$ cat src/rtl/core/iols_pkg.sv
`default_nettype none

package iols_pkg;

    // Widths fixed by the word formats.
    localparam int DATA_W     = 32;
    localparam int POS_W      = 7;
    localparam int MODE_W     = 3;
    localparam int STATUS_W   = 2;
    localparam int COUNT_W    = 7;
    localparam int S_TDATA_W  = 40;
    localparam int M_TDATA_W  = 48;

    // Default number of entries in the store.
    localparam int CAPACITY_DEF = 64;

    // Operation codes carried in s_tuser.
    localparam logic [MODE_W-1:0] MODE_GET         = 3'd0;
    localparam logic [MODE_W-1:0] MODE_INSERT_AT   = 3'd1;
    localparam logic [MODE_W-1:0] MODE_INSERT_HEAD = 3'd2;
    localparam logic [MODE_W-1:0] MODE_INSERT_TAIL = 3'd3;
    localparam logic [MODE_W-1:0] MODE_DELETE_AT   = 3'd4;

    // Status codes returned with every result word.
    localparam logic [STATUS_W-1:0] STATUS_DONE  = 2'd0;
    localparam logic [STATUS_W-1:0] STATUS_RANGE = 2'd1;
    localparam logic [STATUS_W-1:0] STATUS_FULL  = 2'd2;

    // Operation broadcast along the row of cells.
    typedef enum logic [1:0] {
        CO_NONE,
        CO_READ,
        CO_INSERT,
        CO_DELETE
    } cell_op_t;

    typedef struct packed {
        logic     en;
        cell_op_t op;
    } cell_cmd_t;

    // Sequencer states.
    typedef enum logic [1:0] {
        ST_IDLE,
        ST_EXEC,
        ST_WRITE
    } state_t;

endpackage

`default_nettype wire

$ cat src/rtl/core/iols_cell.sv
`default_nettype none

module iols_cell
    import iols_pkg::*;
#(
    parameter int INDEX = 0,
    parameter int CMP_W = POS_W
) (
    input  wire logic              aclk,
    input  wire cell_cmd_t         cmd,
    input  wire logic [CMP_W-1:0]  pos,
    input  wire logic [DATA_W-1:0] value,
    input  wire logic [DATA_W-1:0] lower_entry,
    input  wire logic [DATA_W-1:0] upper_entry,
    output logic      [DATA_W-1:0] entry,
    output logic      [DATA_W-1:0] read_data
);

    logic [DATA_W-1:0] entry_reg;
    logic [DATA_W-1:0] read_reg;
    logic              at_pos;
    logic              above_pos;

    // Where this cell sits relative to the operation's position.
    assign at_pos    = (CMP_W'(INDEX) == pos);
    assign above_pos = (CMP_W'(INDEX) >  pos);

    // Insert pulls from the cell below, delete pulls from the cell above.
    always_ff @(posedge aclk) begin
        if (cmd.en) begin
            unique case (cmd.op)
                CO_INSERT: begin
                    if (above_pos) begin
                        entry_reg <= lower_entry;
                    end else if (at_pos) begin
                        entry_reg <= value;
                    end
                end
                CO_DELETE: begin
                    if (above_pos || at_pos) begin
                        entry_reg <= upper_entry;
                    end
                end
                default: begin
                end
            endcase
            // Only the addressed cell offers its entry to the read OR.
            read_reg <= (cmd.op == CO_READ && at_pos) ? entry_reg : '0;
        end
    end

    assign entry     = entry_reg;
    assign read_data = read_reg;

endmodule

`default_nettype wire

$ cat config.mk
export PLATFORM = sky130hd
export DESIGN_NAME = iols_cell
export DESIGN_NICKNAME = d
export VERILOG_FILES = /design/src/rtl/core/iols_pkg.sv /design/src/rtl/core/iols_cell.sv
export SDC_FILE = /design/constraint.sdc
export NUM_CORES = 1
export LEC_CHECK = 0
export BUFFER_PORTS_ARGS = -buffer_cell sky130_fd_sc_hd__buf_2
export CAP_MARGIN = 20
export CORE_MARGIN = 3
export CORE_UTILIZATION = 47
export CTS_CLUSTER_SIZE = 12
export DETAILED_ROUTE_END_ITERATION = 10
export PLACE_DENSITY = 0.81
export SETUP_SLACK_MARGIN = 0.3
export SLEW_MARGIN = 10
export SYNTH_ARGS = -nofsm -noshare
export SYNTH_HDL_FRONTEND = slang
export SYNTH_SLANG_ARGS = --single-unit
$ cat constraint.sdc
create_clock -name aclk -period 8.6 [get_ports aclk]
set_clock_uncertainty 0.05 [all_clocks]
set_input_delay 2.15 -clock aclk [delete_from_list [all_inputs] [get_ports aclk]]
set_output_delay 2.15 -clock aclk [all_outputs]
set_load 0.03 [all_outputs]
; Word-level counts from Yosys, hierarchy flattened
; Cells that the tools add are included.
; W data, S select, Z words.
[word_totals]
reg_bits = 64
[op_classes]
n_lt_le_gt_ge = 1
n_eq_ne = 5
mux = 4
n_reduce_logical = 5
[op_table]
columns = cell, count
row1 = $mux W32, 3
row2 = $pmux W32 S2, 1
row3 = $gt A1 B7 Y1 const A, 1
row4 = $logic_not A7 Y1, 1
row5 = $eq A2 B2 Y1 const B, 2
row6 = $reduce_and A4 Y1, 1
row7 = $ne A3 B3 Y1 const B, 1
row8 = $eq A2 B1 Y1 const B, 1
row9 = $ne A2 B2 Y1 const B, 1
row10 = $reduce_bool A2 Y1, 1
row11 = $logic_and A1 B1 Y1, 1
row12 = $logic_or A1 B1 Y1, 1

; Logic depth before layout (Yosys ltp)
[depth]
depth_word = 4
depth_mapped = 4
ltp_nobuf = 2

; Worst setup path after synthesis
; No wires, ideal clock.
[synth_path]
path_kind = input port to flip-flop
startpoint = in pos[3]
endpoint = reg entry_reg[0] (netlist: entry[0]) (enable)
setup_ns = 0.461
arrival_time_ns = 5.211
path_slack_ns = 2.878
cell_stages = 4
n_path_buf = 2
cell_sequence = or3_1 clkbuf_1 clkbuf_1 nor3_1
[synth_via]
elab_chain_len = 4
elab_cells_between_ends = 6
[synth_lines]
columns = element, line
row1 = "start, declared", iols_cell.sv:11  ; input wire logic [CMP_W-1:0] pos,
row2 = $gt A1 B7 Y1 / $logic_not A7 Y1 (equally long branches), "iols_cell.sv:26, iols_cell.sv:25"
row3 = $logic_or A1 B1 Y1, iols_cell.sv:40  ; if (above_pos || at_pos) begin
row4 = $ne A2 B2 Y1 (no source line), n/a
row5 = $reduce_and A4 Y1 (no source line) *, n/a
row6 = "end signal, assigned", iols_cell.sv:34  ; entry_reg <= lower_entry;
row7 = "end signal, assigned", iols_cell.sv:36  ; entry_reg <= value;
row8 = "end signal, assigned", iols_cell.sv:41  ; entry_reg <= upper_entry;
row9 = "end, declared", iols_cell.sv:19  ; logic [DATA_W-1:0] entry_reg;
; Mark *: on every way between the ends. The rest lies on a longest branch, timed or not.
; A chain may end at the register's enable or synchronous reset.

; Worst setup path after layout
[layout_path]
startpoint = in cmd[1] (netlist name)
endpoint = reg entry_reg[6] (netlist: entry[6]), data pin
[layout_via]
elab_chain_len = 2
elab_cells_between_ends = 3
[layout_lines]
columns = element, line
row1 = "start, declared", iols_cell.sv:10  ; input wire cell_cmd_t cmd,
row2 = $eq A2 B2 Y1, iols_cell.sv:31  ; unique case (cmd.op)
row3 = $pmux W32 S2 *, iols_cell.sv:31
; Marks and branches as above.

==> flow_summary.ini <==
[sta]
rsz0062_at_grt = no
timing_hold_violations_final = 0
slew-limit-headroom_pct = 36.2
fin_crit_sh_pct = 48.9
maxClockFrequency_mhz = 238
report.final.setup_viol = 0
setup_total_negative_slack_ns = 0
fin_crit_ns = 4.21
final-max-slew-violation-count = 0
timing_worst_slew_pin_value_ns = 0.958

[synthesis]
synth_seq_cells = 64
netlist_area_sq_um = 2950
netlist_top_cells_count = sky130_fd_sc_hd__edfxtp_1 (64), sky130_fd_sc_hd__nand2_1 (34), sky130_fd_sc_hd__mux2_2 (32), sky130_fd_sc_hd__nor4_2 (29), sky130_fd_sc_hd__clkbuf_1 (10)
syn-num-nets = 291
synth_ff_type = sky130_fd_sc_hd__edfxtp_1
netlist.top_cell.by_area = sky130_fd_sc_hd__edfxtp_1
synth_most_common_cell = sky130_fd_sc_hd__edfxtp_1
fraction_of_post_synthesis_cell_area_in_the_top_cell_type_by_area_pct = 65.3
synth_enable_flop_cells = 64
synthesis.instances = 184
area_contributors_post_synth = sky130_fd_sc_hd__edfxtp_1 (65%), sky130_fd_sc_hd__nor4_2 (12%), sky130_fd_sc_hd__mux2_2 (12%)
async_reset_ff_share_pct = 0
number_of_unique_standard_cell_types_used_by_synthesis = 13
yosysWarnings = 0
yosysSeqAreaShare_pct = 65.3
synth_area_per_cell_sq_um = 16.0

[detailed_routing]
antenna_left = 0
route.vias.total = 2010
detail_route.drc_violations = 0
vias_per_cell = 5.06
postRouteWirelength_mm = 6.69
dr.first_iter.drc_count = 89
detailedRoute.firstPassIterationCount = 4
wire_per_inst_microns = 16.8

[global_route]
track_usage_pct = 18.7
number_of_global_route_vias_before_repair = 2025
maximum_number_of_pins_on_one_net_before_global_route_repair = 35
grt_pass1_wl_mm = 10.3
gr-total-overflow = 0
antenna_found_initial = 0

[clock_network]
cts.hold.buffers_added = 0
clk_latency_ns = 0.32
cts_resized = 0
tritoncts = yes
cts_root_buffer = sky130_fd_sc_hd__clkbuf_8
cts_max_level = 3
cts_max_path_buffers = 2
post-cts-setup-buffer-count = 0
numClockSinks = 64
cts_made_buffers = 9
clk_pin_slew_ns = 0.07

[floorplanning]
fp.coreArea_sq_um = 5990
io-pin-count = 171
floorplan.initialDensity_pct = 49.2
chip_height_microns = 85.2
die_span_x_microns = 85.2
rows = 28
floorplan.die_area_sq_um = 7250

[critical_path]
critical_path_class = primary input to flip-flop
setup.worst_path.end_class = flip-flop
cp_max_fo = 34
cp_cell_sequence = buf_2, nand2_1, buf_4, mux2_2
crit_arrival_ns = 4.23
critPathRequiredTime_ns = 8.62
crit_path_max_incr_delay_ns = 0.69
start_kind = primary input
critical-path-slowest-cell = sky130_fd_sc_hd__buf_2

[layout]
post_route_cells_drive_above_1_share_pct = 67.4
stdcell_area_sq_um = 3830
layout.filler_cells = 465
register_area_sq_um = 1920
multi_input_comb_area_sq_um = 898
utilization_pct = 64.0
area_growth_syn_to_layout_pct = 30.1
finalNetCount = 424
antenna_cells_inserted = 0

[run]
drv.max_cap_violation_count = 0

[placement]
numPortBuffers = 138
placed_cell_area_sq_um = 3630
place.detailed.hpwl_mm = 4.61
gp_routability_congestion = 0.761

[worst_hold_path]
hold_path.class = flip-flop to flip-flop

[pwr]
pwrdens_nw_per_um2 = 177
irDropWorstVdd_mv = 0.109
power.leakage_nw = 1.53

[run_status]
status = complete, no violations
==> stage by stage <==
step / hold slack [ns] / cells / power, W / setup slack (ns)
floorplan: 0.780 / 184 / 0.000394 / 2.88
global placement: 0.589 / 380 / 0.000417 / 3.61
detailed placement: 0.593 / 381 / 0.000420 / 4.03
CTS: 0.609 / 397 / 0.000688 / 4.37
global route: 0.634 / 397 / 0.000707 / 4.26
finish: 0.608 / 397 / 0.000680 / 4.39
==> power breakdown <==
part / internal, W / total (W) / switching [W]
Sequential: 0.000348 / 0.000349 / 0.00000119
Combinational: 0.0000269 / 0.0000631 / 0.0000362
Clock: 0.000162 / 0.000268 / 0.000105
Total: 0.000537 / 0.000680 / 0.000143
==> area by class of cell <==
| cell class | instances | area share, % |
|---|---|---|
| clock inverter | 4 | 1.80 |
| tap | 75 | 2.45 |
| sequential | 64 | 50.2 |
| timing repair buffer | 141 | 18.6 |
| clock buffer | 12 | 3.53 |
| multi-input combinational | 101 | 23.4 |
==> metal layers <==
metal | vias up | global-route usage [%] | wire length (microns)
met3 | 12 | 5.05 | 475
met2 | 87 | 30.9 | 3510
met5 | - | 0 | 0
li1 | 970 | - | -
met1 | 941 | 23.0 | 2560
met4 | 0 | 8.49 | 146
==> kinds of logic after synthesis <==
group	synth area share [%]
and+or+nand+nor	18.1
buffers and inverters	4.46
DFF	65.3
muxes	12.2
==> placed cells by master (no fill, tap or decap), drive strengths merged <==
cell type,Yosys,layout
buf,9,141
bufinv,0,2
clkbuf,10,12
clkinv,0,2
edfxtp,64,64
mux2,32,32
nand2,34,34
nor3,1,1
nor4,32,32
or3,1,1
or4,1,1
==> final timing paths <==
kind,from,endpoint,slack [ns],cells after the start
max reg2reg,entry[2],read_data[2],7.71,2
min reg2reg,entry[11],read_data[11],0.61,2
min,entry[11],read_data[11],0.61,2
max,cmd[1],entry[6],4.39,4
==> worst max-delay path, delay by kind of cell <==
kind	cells	cell delay, ns
buffers and inverters	2	1.10
muxes	1	0.31
and+or+nand+nor	1	0.65
No activity file was read; power rests on OpenSTA's default activity.
